--- config.mk ---
export PLATFORM = sky130hd
export DESIGN_NAME = ukm_ctrl
export DESIGN_NICKNAME = d
export VERILOG_FILES = /design/src/ukm_pkg.sv /design/src/ukm_ctrl.sv
export SDC_FILE = /design/constraint.sdc
export NUM_CORES = 1
export LEC_CHECK = 0
export BUFFER_PORTS_ARGS = -buffer_cell sky130_fd_sc_hd__buf_2
export CAP_MARGIN = 20
export CORE_AREA = 2 2 39 41
export DETAILED_ROUTE_END_ITERATION = 8
export DIE_AREA = 0 0 41 43
export PLACE_DENSITY = 0.6
export SLEW_MARGIN = 20
export SYNTH_ARGS = -nofsm -noshare
export SYNTH_HDL_FRONTEND = slang
export SYNTH_SLANG_ARGS = --single-unit
--- constraint.sdc ---
create_clock -name clk -period 2.1 [get_ports clk]
set_clock_uncertainty 0.15 [all_clocks]
set_input_delay 0 -clock clk [delete_from_list [all_inputs] [get_ports clk]]
set_output_delay 0 -clock clk [all_outputs]
set_load 0.05 [all_outputs]
--- src/ukm_pkg.sv ---
`default_nettype none
package ukm_pkg;

  // Fixed sizes of the key space and the matrix
  localparam int KEY_CODES   = 256;
  localparam int MATRIX_KEYS = 64;
  localparam int POS_W       = 6;

  // Request types
  localparam logic [1:0] REQ_KEY   = 2'd0;
  localparam logic [1:0] REQ_MAP   = 2'd1;
  localparam logic [1:0] REQ_FLUSH = 2'd2;

  // Map columns
  localparam logic [1:0] COL_NORMAL = 2'd0;
  localparam logic [1:0] COL_SHIFT  = 2'd1;
  localparam logic [1:0] COL_ALTGR  = 2'd2;
  localparam logic [1:0] COL_NONE   = 2'd3;

  // Configuration register indexes
  localparam logic [1:0] CFG_LANGUAGE   = 2'd0;
  localparam logic [1:0] CFG_SHIFT_POS  = 2'd1;
  localparam logic [1:0] CFG_CHORD_MASK = 2'd2;

  // Result kinds
  localparam logic KIND_CODE  = 1'b0;
  localparam logic KIND_RESET = 1'b1;

  // Key and modifier constants
  localparam logic [7:0] DELETE_KEY = 8'h4C;
  localparam logic [7:0] MOD_SHIFTS = 8'h22;
  localparam int         MOD_ALTGR_BIT = 6;
  localparam int         UNMAPPED_BIT  = 7;
  localparam int         NEED_BIT      = 6;

  // Reset values of the configuration registers
  localparam logic [POS_W-1:0] SHIFT_POS_RESET  = 6'd56;
  localparam logic [7:0]       CHORD_MASK_RESET = 8'd5;

  typedef struct packed {
    logic [1:0] req_type;
    logic [7:0] key_code;
    logic [7:0] modifiers;
    logic       is_release;
    logic       map_language;
    logic [6:0] map_index;
    logic [1:0] map_column;
    logic [7:0] map_entry;
  } req_t;

  typedef struct packed {
    logic       result_kind;
    logic [7:0] matrix_code;
    logic       last;
  } res_t;

  typedef enum logic [3:0] {
    ST_IDLE,
    ST_LOOK,
    ST_PLAN,
    ST_CHORD,
    ST_SHIFT,
    ST_MAKE,
    ST_BREAK,
    ST_UNSHIFT,
    ST_FLUSH
  } state_t;

  // Which word the datapath loads into the output register
  typedef enum logic [2:0] {
    SEL_CHORD,
    SEL_SHIFT,
    SEL_MAKE,
    SEL_BREAK,
    SEL_UNSHIFT,
    SEL_FLUSH
  } sel_t;

  typedef struct packed {
    logic accept;
    logic look;
    logic emit;
    sel_t sel;
    logic last;
  } cmd_t;

  typedef struct packed {
    logic flush;
    logic chord;
    logic mapped;
    logic shift_chg;
    logic rel_ok;
    logic unshift;
  } flags_t;

  typedef struct packed {
    flags_t flags;
    logic   out_free;
    logic   flush_done;
  } stat_t;

endpackage
`default_nettype wire

--- src/ukm_ctrl.sv ---
`default_nettype none
module ukm_ctrl (
  input  wire logic           clk,
  input  wire logic           rst,
  input  wire logic           req_valid,
  input  wire logic [1:0]     req_type,
  output logic                req_ready,
  input  wire ukm_pkg::stat_t stat,
  output ukm_pkg::cmd_t       cmd
);
  import ukm_pkg::*;

  state_t state;
  state_t state_next;

  // State register
  always_ff @(posedge clk) begin
    if (rst) begin
      state <= ST_IDLE;
    end else begin
      state <= state_next;
    end
  end

  // Next state and commands
  always_comb begin
    state_next = state;
    req_ready  = 1'b0;
    cmd.accept = 1'b0;
    cmd.look   = 1'b0;
    cmd.emit   = 1'b0;
    cmd.sel    = SEL_MAKE;
    cmd.last   = 1'b0;
    unique case (state)
      ST_IDLE: begin
        req_ready  = 1'b1;
        cmd.accept = req_valid;
        if (req_valid && (req_type == REQ_KEY || req_type == REQ_FLUSH)) begin
          state_next = ST_LOOK;
        end
      end
      ST_LOOK: begin
        cmd.look   = 1'b1;
        state_next = ST_PLAN;
      end
      ST_PLAN: begin
        if (stat.flags.flush) begin
          state_next = ST_FLUSH;
        end else if (stat.flags.chord) begin
          state_next = ST_CHORD;
        end else if (stat.flags.mapped) begin
          state_next = stat.flags.shift_chg ? ST_SHIFT : ST_MAKE;
        end else if (stat.flags.rel_ok) begin
          state_next = ST_BREAK;
        end else begin
          state_next = ST_IDLE;
        end
      end
      ST_CHORD: begin
        cmd.sel  = SEL_CHORD;
        cmd.last = !stat.flags.mapped;
        cmd.emit = stat.out_free;
        if (stat.out_free) begin
          if (stat.flags.mapped) begin
            state_next = stat.flags.shift_chg ? ST_SHIFT : ST_MAKE;
          end else begin
            state_next = ST_IDLE;
          end
        end
      end
      ST_SHIFT: begin
        cmd.sel  = SEL_SHIFT;
        cmd.emit = stat.out_free;
        if (stat.out_free) begin
          state_next = ST_MAKE;
        end
      end
      ST_MAKE: begin
        cmd.sel  = SEL_MAKE;
        cmd.last = 1'b1;
        cmd.emit = stat.out_free;
        if (stat.out_free) begin
          state_next = ST_IDLE;
        end
      end
      ST_BREAK: begin
        cmd.sel  = SEL_BREAK;
        cmd.last = !stat.flags.unshift;
        cmd.emit = stat.out_free;
        if (stat.out_free) begin
          state_next = stat.flags.unshift ? ST_UNSHIFT : ST_IDLE;
        end
      end
      ST_UNSHIFT: begin
        cmd.sel  = SEL_UNSHIFT;
        cmd.last = 1'b1;
        cmd.emit = stat.out_free;
        if (stat.out_free) begin
          state_next = ST_IDLE;
        end
      end
      ST_FLUSH: begin
        cmd.sel  = SEL_FLUSH;
        cmd.last = stat.flush_done;
        cmd.emit = stat.out_free;
        if (stat.out_free && stat.flush_done) begin
          state_next = ST_IDLE;
        end
      end
      default: begin
        state_next = ST_IDLE;
      end
    endcase
  end

  // Emit only into a free output slot
  a_emit_free: assert property (@(posedge clk) disable iff (rst)
    cmd.emit |-> stat.out_free)
    else $error("word emitted into a full output register");

  // A shift make is always followed by the key's make
  a_shift_then_make: assert property (@(posedge clk) disable iff (rst)
    (state == ST_SHIFT && cmd.emit) |=> state == ST_MAKE)
    else $error("shift word not followed by make");

  // Flush keeps going until its last word
  a_flush_runs: assert property (@(posedge clk) disable iff (rst)
    (state == ST_FLUSH && cmd.emit && !cmd.last) |=> state == ST_FLUSH)
    else $error("flush stopped early");

endmodule
`default_nettype wire

; ---- Word-level counts from Yosys, hierarchy flattened
; Cells that the tools add are included.
[classes]
muxes = 19
eq_ne = 15
n_reduce_logical = 9
[ops]
columns = op, count
row1 = $pmux W4 S8, 1
row2 = $mux W4, 7
row3 = $pmux W4 S6, 1
row4 = $eq A4 B3 Y1 const B, 4
row5 = $mux W3, 5
row6 = $ne A2 B2 Y1 const B, 5
row7 = $eq A4 B2 Y1 const B, 2
row8 = $reduce_and A6 Y1, 1
row9 = $eq A4 B1 Y1 const B, 1
row10 = $eq A4 B4 Y1 const B, 1
row11 = $logic_not A4 Y1, 1
row12 = $mux W1, 4
row13 = $pmux W1 S4, 1
row14 = $eq A2 B2 Y1 const B, 1
row15 = $logic_and A1 B1 Y1, 2
row16 = $logic_not A1 Y1, 2
row17 = $logic_not A2 Y1, 1
row18 = $ne A2 B1 Y1 const B, 1
row19 = $reduce_or A2 Y1, 1
row20 = $logic_or A1 B1 Y1, 1
[word_totals]
input_bits = 13
register_bits = 4
word_cells = 44
output_inout_bits = 8

; ---- Longest topological paths before layout
; Gate-level depths: netlist of the first run.
[logic_depth]
ltp_word = 5
mapped_depth = 5
ltp_nobuf = 4

; ---- Worst setup path before layout of the first run
; Ideal clock, no wire load.
[synth_path]
kind = flip-flop to flip-flop
from = register state[0]
to = register state[0]
stages_incl_launch_ff = 6
arrival_ns = 2.686
synth_period_minus_slack_ns = 2.956
path_buffers = 1
required_ns = 1.830
setup_ns = 0.120
path_slack_ns = -0.856
path_cell_list = dfxtp_1 buf_6 nor4_1 o21ai_0 nand3_2 o2bb2ai_1
[synth_via]
elab_chain_len = 4
elab_cells_between_ends = 18
[synth_rtl]
columns = element, line
row1 = "start, declared", ukm_ctrl.sv:13  ; state_t state;
row2 = "start signal, assigned", ukm_ctrl.sv:21  ; state <= state_next;
row3 = $eq A4 B3 Y1, ukm_ctrl.sv:34  ; unique case (state)
row4 = $reduce_or A2 Y1 (no source line), --
row5 = $ne A2 B1 Y1 (no source line), --
row6 = $reduce_and A6 Y1 (no source line), --
; Parallel ways exist; a longest one is shown, timed or not.
; A chain may end at the register's enable or synchronous reset.

==> summary.md, run 1 <==
| Metric | Value |
|---|---|
| Cell area after layout | `631 sq um` |
| Net Count, Synth | `76` |
| Startpoint types | `register` |
| Port bufs | `19` |
| Worst-margin pin slew | `0.678 ns` |
| DIE WIDTH | `~41 microns` |
| Top flop regs | `state (4)` |
| Top cell type's share of synthesized area | `16.8%` |
| Final setup vio count | `0` |
| Slew Limit Fails | `0` |
| ANT cells | `0` |
| DP HPWL | `858 microns` |
| Post-CTS sizing | `0` |
| Final WS setup | `between 0.15 and 0.2 ns` |
| Routed len/inst | `11.0 microns` |
| Critical path arrival | `about 1.8 ns` |
| Clk root buf | `clkbuf_4` |
| Post-synth ARST share | `0%` |
| Clk buf depth | `2` |
| Starting DRC count in detailed routing | `12` |
| Share of layout cells above drive strength 1 | `approximately 40%` |
| Pre-antenna DRT Iters | `4` |
| Drt total wl | `roughly 1.1 mm` |
| Leading area contributor after synthesis | `dfxtp_1` |
| Leakage | `around 0.26 nW` |
| Biggest register | `state` |
| # Max-Cap Violations | `0` |
| Sink Count | `4` |
| Vias/cell | `5.31` |
| Status | `complete, but fails checks` |
| Via count | `536` |
| Psw | `about 120 uW` |
| CTS Buf Count | `3` |
| Post-synthesis sequential area ratio | `16.8%` |
| Cell area power density | `roughly 500 nW/um^2` |
| Synth cell types | `30` |
| Pre-CTS WS | `around 0.36 ns` |
| Biggest cell delay along the critical path | `0.58 ns` |
| GRT Overall Usage | `between 10 and 15%` |
| Initial Utilization | `between 30% and 40%` |
| Final ANT Viol Nets | `0` |
| Remaining DRCs | `0` |
| Post-synth EDFFs | `0` |
| Max reg flops | `4` |
| RSZ-0062 raised after global routing | `false` |
| Cells after Synth | `63` |
| Minimum clock period | `a little under 2 ns` |
| Yosys warnings | `0` |
| Final Hold Viols | `1` |
| CTS tree | `yes` |
| Initial antenna violation count | `0` |
| Commonest register cell after synthesis | `dfxtp_1` |
| Flop-to-flop setup slack | `between 0.3 and 0.4 ns` |
| Final Total Pwr | `roughly 310 uW` |
| RD Place Congestion | `~0.73` |
| Setup repair bufs after CTS | `0` |
| Number of global-route vias before repair | `422` |
| Placed cell areas | `around 590 sq um` |
| Crit end category | `output pin` |
| H-tree Lvls | `1` |
| Die area | `1760 sq um` |
| Slew headroom | `54.7%` |
| Clock share of power | `around 29%` |
| Final period util | `between 90% and 100%` |
| TNS Setup | `0 ns` |
| Worst Path Required | `1.95 ns` |
| Largest net degree at the start of global routing | `19` |
| Core Box Area | `approximately 1400 sq um` |
| WHS | `-0.000177 ns` |
| # IOs | `21` |
| Clk slew on worst S/H paths | `about 0.04 ns` |
| CP max FO | `18` |
| Global-route wire length before repair | `~1.8 mm` |
| CP cell instances | `or4b_4, o21ai_0, and2_1, buf_2` |
| Crit path kind | `register to output pin` |
| Grt ovf | `0` |
| Synth cell count leaders | `a21oi_1 (5), nand2_1 (5), nor2_1 (5)` |
| Synth-to-Final Area Change | `31.9%` |
| Violated checks | `negative hold slack` |
| Hold crit path type | `input port to register` |
| Nets | `100` |
| Cell area after synthesis | `around 480 sq um` |
| Critical-path top delay cell | `or4b_4` |
| Syn avg cell area | `7.59 sq um` |
| Switching share of power | `37.3%` |
| Fmax | `between 500 and 600 MHz` |
| Yosys reg bits | `4` |
| Die Ht | `~43 microns` |
| Reg power frac | `a little under a third` |
| Worst VDD drop | `between 0.2 and 0.3 mV` |
| Skew-Pair Late Insertion Delay | `between 0.2 and 0.25 ns` |
| Internal power | `196 uW` |
| Gate power share | `approximately 40%` |
| Top cells by area, synth | `dfxtp_1 (17%), o2bb2ai_1 (7.3%), buf_6 (7.1%)` |
| Row Count | `14` |
[worst paths after layout]
check,from,to,cells past startpoint
setup reg to reg,state[2]$_SDFFE_PP0P_,state[1]$_SDFFE_PP0P_,4
hold reg to reg,state[1]$_SDFFE_PP0P_,state[1]$_SDFFE_PP0P_,1
setup / recovery,state[2]$_SDFFE_PP0P_,cmd[4],4
hold / removal,req_type[0],state[0]$_SDFFE_PP0P_,4
[cell families (layout without fill, tap and decap cells)]
family,Yosys count,count (layout),share of synthesized area (%)
XOR/XNOR,1,1,1.83
flip-flops,4,4,16.8
buffers and inverters,9,31,13.3
AND/OR/NAND/NOR,26,26,33.0
AO/OA/AOI/OAI,23,23,35.1
[routing by layer]
metal  global-route usage (%)  wire, microns
met1                     22.6            544
met2                     18.4            529
met3                     1.57             37
met4                     4.00              0
met5                        0              0
[through the flow]
step	hold slack, ns	utilization [%]	cells
after global routing	0.0252	45.6	101
final	-0.000177	45.6	101
after floorplan	-0.0734	-	63
after CTS	0.00282	45.6	101
after detailed placement	0.0862	42.5	96
after global placement	0.0846	42.5	96
[critical path, delay by kind of cell, from the launching register on]
family	cells	cell delay (ns)
AOI/OAI and AO/OA	1	0.09
buffers and inverters	1	0.25
DFF	1	0.51
and+or+nand+nor	2	0.71
[repair_timing]
item,4_1_cts,5_1_grt
setup endpoints to repair,0,0
hold buffers,2,0
hold endpoints to repair,4,0
[power groups by stage]
stage	clock [mW]	combinational (mW)	sequential, mW
finish	0.0904	0.128	0.0945
global route	0.102	0.139	0.0953
CTS	0.0959	0.129	0.0940
detailed placement	0	0.126	0.0953
global placement	0	0.125	0.0955
floorplan	0	0.102	0.0865
[final cells by class]
cell class / count / area [sq um]
well taps: 16 / 20.0
multi-input cells: 50 / 355
repair buffers: 24 / 138
clock buffers: 3 / 22.5
fillers: 154 / 753
inverters: 4 / 15.0
flip-flops and latches: 4 / 80.1
[layout by cell type, fill, tap and decap left out, types with 2 or more instances in the layout]
cell type,Yosys,final
buf_2,0,19
nor2_1,5,5
nand2_1,5,5
a21oi_1,5,5
inv_1,4,4
o2bb2ai_1,4,4
dfxtp_1,4,4
o21ai_0,3,3
clkbuf_4,0,3
buf_4,2,3
a31oi_1,2,2
and2_1,2,2
o32a_2,2,2
nand3_1,2,2
a211oi_1,2,2
dlygate4sd3_1,0,2
Note: power is estimated with default switching activity, not from simulation.
==> inputs of run 2 (changes only) <==
--- a/config.mk
+++ b/config.mk
@@ -10,7 +10,7 @@
 export CORE_AREA = 2 2 39 41
 export DETAILED_ROUTE_END_ITERATION = 8
 export DIE_AREA = 0 0 41 43
-export PLACE_DENSITY = 0.6
+export PLACE_DENSITY = 0.67
 export SLEW_MARGIN = 20
 export SYNTH_ARGS = -nofsm -noshare
 export SYNTH_HDL_FRONTEND = slang
==> run 2 against run 1 <==
  * The flow now finishes without violations
  * Clock power is 14% higher
  * Final area is 2.8% higher
  * First-iteration DRC count is 8.3% lower
  * Fmax is 2.8% higher
  * Worst hold slack better by 0.012 ns
  * Combinational power is 3% higher
  * Routed wire length is 8.1% higher
  * Via count is 4.3% higher
  * Sequential power is 3.6% lower
==> summary.md, run 2 (same netlist as run 1, synthesis figures left out) <==
| Metric | Value |
|---|---|
| ANT cells | `0 (unchanged)` |
| Number of global-route vias before repair | `471 (+12%)` |
| Initial Utilization | `34.5% (unchanged)` |
| DIE WIDTH | `41 microns (unchanged)` |
| Via count | `559 (+4.3%)` |
| Top flop regs | `state (4)` |
| Setup repair bufs after CTS | `0 (unchanged)` |
| Max reg flops | `4 (unchanged)` |
| Biggest cell delay along the critical path | `0.58 ns (about the same)` |
| Clk slew on worst S/H paths | `0.04 ns (about the same)` |
| Slew headroom | `66.6% (+12 points)` |
| Synth-to-Final Area Change | `35.6%` |
| GRT Overall Usage | `14.8% (+0.98 points)` |
| Worst-margin pin slew | `0.500 ns (-0.178 ns)` |
| Clk root buf | `clkbuf_4` |
| Initial antenna violation count | `0 (unchanged)` |
| Pre-antenna DRT Iters | `4 (unchanged)` |
| Global-route wire length before repair | `1.81 mm (+2.7%)` |
| Vias/cell | `5.43 (+2.3%)` |
| Core Box Area | `1380 sq um (unchanged)` |
| Post-Layout Cell Count | `103 (+2.0%)` |
| Die area | `1760 sq um (unchanged)` |
| Fmax | `530 MHz (+2.8%)` |
| Commonest cells after routing, fill and taps aside | `buf_2 (19), nor2_1 (5), nand2_1 (5), a21oi_1 (5)` |
| Crit path kind | `register to output pin` |
| TNS Setup | `0 ns (unchanged)` |
| Largest net degree at the start of global routing | `15 (-4)` |
| Skew-Pair Late Insertion Delay | `0.24 ns (about the same)` |
| RD Place Congestion | `0.768 (+5.8%)` |
| Critical path arrival | `1.74 ns (-0.05 ns)` |
| CP cell instances | `or4b_4, o21ai_0, and2_1, buf_2` |
| Sink Count | `4 (unchanged)` |
| Port bufs | `19 (unchanged)` |
| Final Total Pwr | `326 uW (+4.3%)` |
| Status | `finished, final reports clean` |
| Clk buf depth | `2 (unchanged)` |
| Final Hold Viols | `0 (-1)` |
| Most common library cell in the layout ignoring fill and taps | `buf_2` |
| Die Ht | `43 microns (unchanged)` |
| CTS tree | `yes` |
| Share of layout cells above drive strength 1 | `41.4% (+0.20 points)` |
| Minimum clock period | `1.89 ns (-0.0536 ns)` |
| Hold crit path type | `input port to register` |
| Nets | `102 (+2.0%)` |
| Routed len/inst | `11.7 microns (+6.0%)` |
| Biggest register | `state` |
| RSZ-0062 raised after global routing | `false` |
| Grt ovf | `0 (unchanged)` |
| H-tree Lvls | `1 (unchanged)` |
| CP max FO | `13 (-5)` |
| Starting DRC count in detailed routing | `11 (-1)` |
| Final ANT Viol Nets | `0 (unchanged)` |
| Row Count | `14 (unchanged)` |
| Critical-path top delay cell | `or4b_4` |
| Slew Limit Fails | `0 (unchanged)` |
| Final setup vio count | `0 (unchanged)` |
| Cell area power density | `503 nW/um^2 (+1.4%)` |
| DP Cell Count | `97 (+1.0%)` |
| Final period util | `89.8% (-2.6 points)` |
| Worst Path Required | `1.95 ns (about the same)` |
| CTS Buf Count | `3 (unchanged)` |
| # IOs | `21 (unchanged)` |
| DP HPWL | `908 microns (+5.9%)` |
| Leakage | `0.273 nW (+4.0%)` |
| Worst VDD drop | `0.212 mV (-27%)` |
| # Max-Cap Violations | `0 (unchanged)` |
| Drt total wl | `1.20 mm (+8.1%)` |
| Startpoint types | `register` |
| Crit end category | `output pin` |
| Remaining DRCs | `0 (unchanged)` |
-- run 2: cell count changes in the layout (fill, tap and decap cells not counted) --
cell / before / now
buf_4: 3 / 4
dlygate4sd3_1: 2 / 3
-- run 2: repair_timing --
item,4_1_cts,5_1_grt
resized for setup,0,0
hold buffers,3,0
hold endpoints to repair,4,0
-- run 2: power by group --
part | switching [mW] | internal, mW | leakage [nW]
registers | 0.0109 | 0.0802 | 0.0325
clock network | 0.0387 | 0.0644 | 0.0138
logic | 0.0788 | 0.0532 | 0.227
total | 0.128 | 0.198 | 0.273
-- run 2: critical path: cells and delay by family, from the launching register on --
kind                   cells  cell delay, ns
and+or+nand+nor            2            0.71
AOI/OAI and AO/OA          1            0.09
buffers and inverters      1            0.25
DFF                        1            0.44
-- run 2: final timing paths --
| check | start | endpoint | slack, ns | cells past startpoint |
|---|---|---|---|---|
| worst max-delay path | state[1]$_SDFFE_PP0P_ | cmd[4] | 0.21 | 4 |
| worst min-delay path | stat[7] | state[3]$_SDFFE_PP0P_ | 0.01 | 4 |
| worst max register to register | state[1]$_SDFFE_PP0P_ | state[0]$_SDFFE_PP0P_ | 0.40 | 4 |
| worst min register to register | state[3]$_SDFFE_PP0P_ | state[3]$_SDFFE_PP0P_ | 0.52 | 3 |
-- run 2: area by class of cell --
type,instances,area (sq um)
repair buffers,26,155
clock buffers,3,22.5
fillers,141,736
inverters,4,15.0
well taps,16,20.0
multi-input cells,50,355
flip-flops and latches,4,80.1
-- run 2: per-stage QoR --
step	hold WS, ns	area, sq um	utilization, %	setup WS, ns
after floorplan	-0.0734	499	-	0.120
after global placement	0.0830	596	43.0	0.429
after global routing	0.0383	648	46.8	0.174
after CTS	0.0130	648	46.8	0.217
final	0.0120	648	46.8	0.214
after detailed placement	0.0850	596	43.0	0.418
-- run 2: layer usage --
layer  global-route usage, %  share of wire, %  vias up
li1                        -                 -      286
met1                    16.3                46      261
met2                    24.7                51       12
met3                    3.14               2.7        0
met4                    8.00                 0        0
met5                       0                 0        -
==> inputs of run 3 (changes only) <==
--- a/config.mk
+++ b/config.mk
@@ -10,7 +10,8 @@
 export CORE_AREA = 2 2 39 41
 export DETAILED_ROUTE_END_ITERATION = 8
 export DIE_AREA = 0 0 41 43
-export PLACE_DENSITY = 0.67
+export MAX_ROUTING_LAYER = met4
+export PLACE_DENSITY = 0.68
 export SLEW_MARGIN = 20
 export SYNTH_ARGS = -nofsm -noshare
 export SYNTH_HDL_FRONTEND = slang
==> run 3 against run 2 <==
  * Global-route usage rose by 0.38 points
  * Clock power fell by 9%
  * Register-to-register slack got worse by 0.09 ns
  * Die area did not move
==> summary.md, run 3 (same netlist as run 1, synthesis figures left out) <==
| Metric | Value |
|---|---|
| Status | `finished, final reports clean` |
| Final setup vio count | `0 (unchanged)` |
| TNS Setup | `0 ns (unchanged)` |
| DP HPWL | `913 microns (+0.54%)` |
| Post-Layout Cell Count | `102 (-0.97%)` |
| CTS tree | `yes` |
| Core Box Area | `1380 sq um (unchanged)` |
| Via count | `563 (+0.72%)` |
| Worst-margin pin slew | `0.676 ns (+0.176 ns)` |
| Port bufs | `19 (unchanged)` |
| Fmax | `517 MHz (-2.5%)` |
| Nets | `101 (-0.98%)` |
| Leakage | `0.268 nW (-1.9%)` |
| H-tree Lvls | `1 (unchanged)` |
| Hold crit path type | `input port to register` |
| Vias/cell | `5.52 (+1.7%)` |
| Row Count | `14 (unchanged)` |
| CP max FO | `18 (+5)` |
| Initial Utilization | `34.5% (unchanged)` |
| Biggest register | `state` |
| Slew headroom | `54.8% (-12 points)` |
| Startpoint types | `register` |
| ANT cells | `0 (unchanged)` |
| Initial antenna violation count | `0 (unchanged)` |
| Max reg flops | `4 (unchanged)` |
| Filler Cell Count | `138 (-2.1%)` |
| Share of layout cells above drive strength 1 | `41.9% (+0.48 points)` |
| Clk buf depth | `2 (unchanged)` |
| Grt ovf | `0 (unchanged)` |
| Commonest cells after routing, fill and taps aside | `buf_2 (19), nor2_1 (5), nand2_1 (5), a21oi_1 (5)` |
| CTS Buf Count | `3 (unchanged)` |
| Remaining DRCs | `0 (unchanged)` |
| Final period util | `92.1% (+2.3 points)` |
| Number of global-route vias before repair | `453 (-3.8%)` |
| Crit end category | `output pin` |
| DIE WIDTH | `41 microns (unchanged)` |
| Die area | `1760 sq um (unchanged)` |
| Worst Path Required | `1.95 ns (about the same)` |
| Die Ht | `43 microns (unchanged)` |
| Critical path arrival | `1.78 ns (+0.04 ns)` |
| Clk root buf | `clkbuf_4` |
| Slew Limit Fails | `0 (unchanged)` |
| Starting DRC count in detailed routing | `13 (+2)` |
| Largest net degree at the start of global routing | `19 (+4)` |
| Minimum clock period | `1.93 ns (+0.0488 ns)` |
| Final Util | `46.1% (-0.72 points)` |
| # Max-Cap Violations | `0 (unchanged)` |
| Post-CTS sizing | `0 (unchanged)` |
| DP Cell Count | `97 (unchanged)` |
| WHS | `0.0152 ns (+0.00321 ns)` |
| Routed len/inst | `11.5 microns (-1.6%)` |
| # IOs | `21 (unchanged)` |
| RSZ-0062 raised after global routing | `false` |
| Top flop regs | `state (4)` |
| RD Place Congestion | `0.819 (+6.6%)` |
| Sink Count | `4 (unchanged)` |
| Worst VDD drop | `0.265 mV (+25%)` |
| Final ANT Viol Nets | `0 (unchanged)` |
| Synth-to-Final Area Change | `33.5%` |
| Most common library cell in the layout ignoring fill and taps | `buf_2` |
| Pre-antenna DRT Iters | `4 (unchanged)` |
| Skew-Pair Late Insertion Delay | `0.23 ns (about the same)` |
| Cell area power density | `501 nW/um^2 (-0.49%)` |
| Final Hold Viols | `0 (unchanged)` |
| Global-route wire length before repair | `1.80 mm (-0.77%)` |
| GRT Overall Usage | `15.2% (+0.38 points)` |
| Drt total wl | `1.17 mm (-2.6%)` |
| Crit path kind | `register to output pin` |
| Clk slew on worst S/H paths | `0.04 ns (about the same)` |
[run 3: worst max-delay path, cell delays in order, from the launching register on]
cell     delay (ns)
dfxtp_1        0.51
or4b_4         0.58
o21ai_0        0.08
and2_1         0.13
buf_2          0.25
[run 3: layer usage]
layer  routed length, microns  track usage, %  part of all wire [%]
met1                      522            19.3                    45
met2                      573            21.9                    49
met3                       56            4.71                   4.8
met4                       17            6.00                   1.5
met5                        0               -                     0
[run 3: path summary, 6_finish.rpt]
| path | from | to | slack, ns | cells after the start |
|---|---|---|---|---|
| setup reg to reg | state[2]$_SDFFE_PP0P_ | state[2]$_SDFFE_PP0P_ | 0.31 | 4 |
| hold / removal | req_type[0] | state[0]$_SDFFE_PP0P_ | 0.02 | 4 |
| setup / recovery | state[2]$_SDFFE_PP0P_ | cmd[4] | 0.17 | 4 |
| hold reg to reg | state[0]$_SDFFE_PP0P_ | state[0]$_SDFFE_PP0P_ | 0.43 | 1 |
[run 3: what timing repair did]
item                      4_1_cts  5_1_grt
hold buffers                    2        0
hold endpoints to repair        4        0
setup buffers                   0        0
[run 3: cell type report]
cell class / count / area, sq um / share of cell area, %
repair buffers: 25 / 145 / 22.7
well taps: 16 / 20.0 / 3.14
clock buffers: 3 / 22.5 / 3.53
flip-flops and latches: 4 / 80.1 / 12.5
multi-input cells: 50 / 355 / 55.7
inverters: 4 / 15.0 / 2.35
[run 3: report_power, final]
part	internal (mW)	switching, mW
combinational	0.0550	0.0806
sequential	0.0803	0.0100
clock	0.0638	0.0298
total	0.199	0.120
[run 3: per-stage QoR]
stage | instance area (sq um) | setup slack (ns) | total power [mW]
after CTS | 638 | 0.178 | 0.326
after global routing | 638 | 0.0761 | 0.345
after detailed placement | 596 | 0.341 | 0.225
after global placement | 596 | 0.370 | 0.223
after floorplan | 499 | 0.120 | 0.189
final | 638 | 0.165 | 0.320
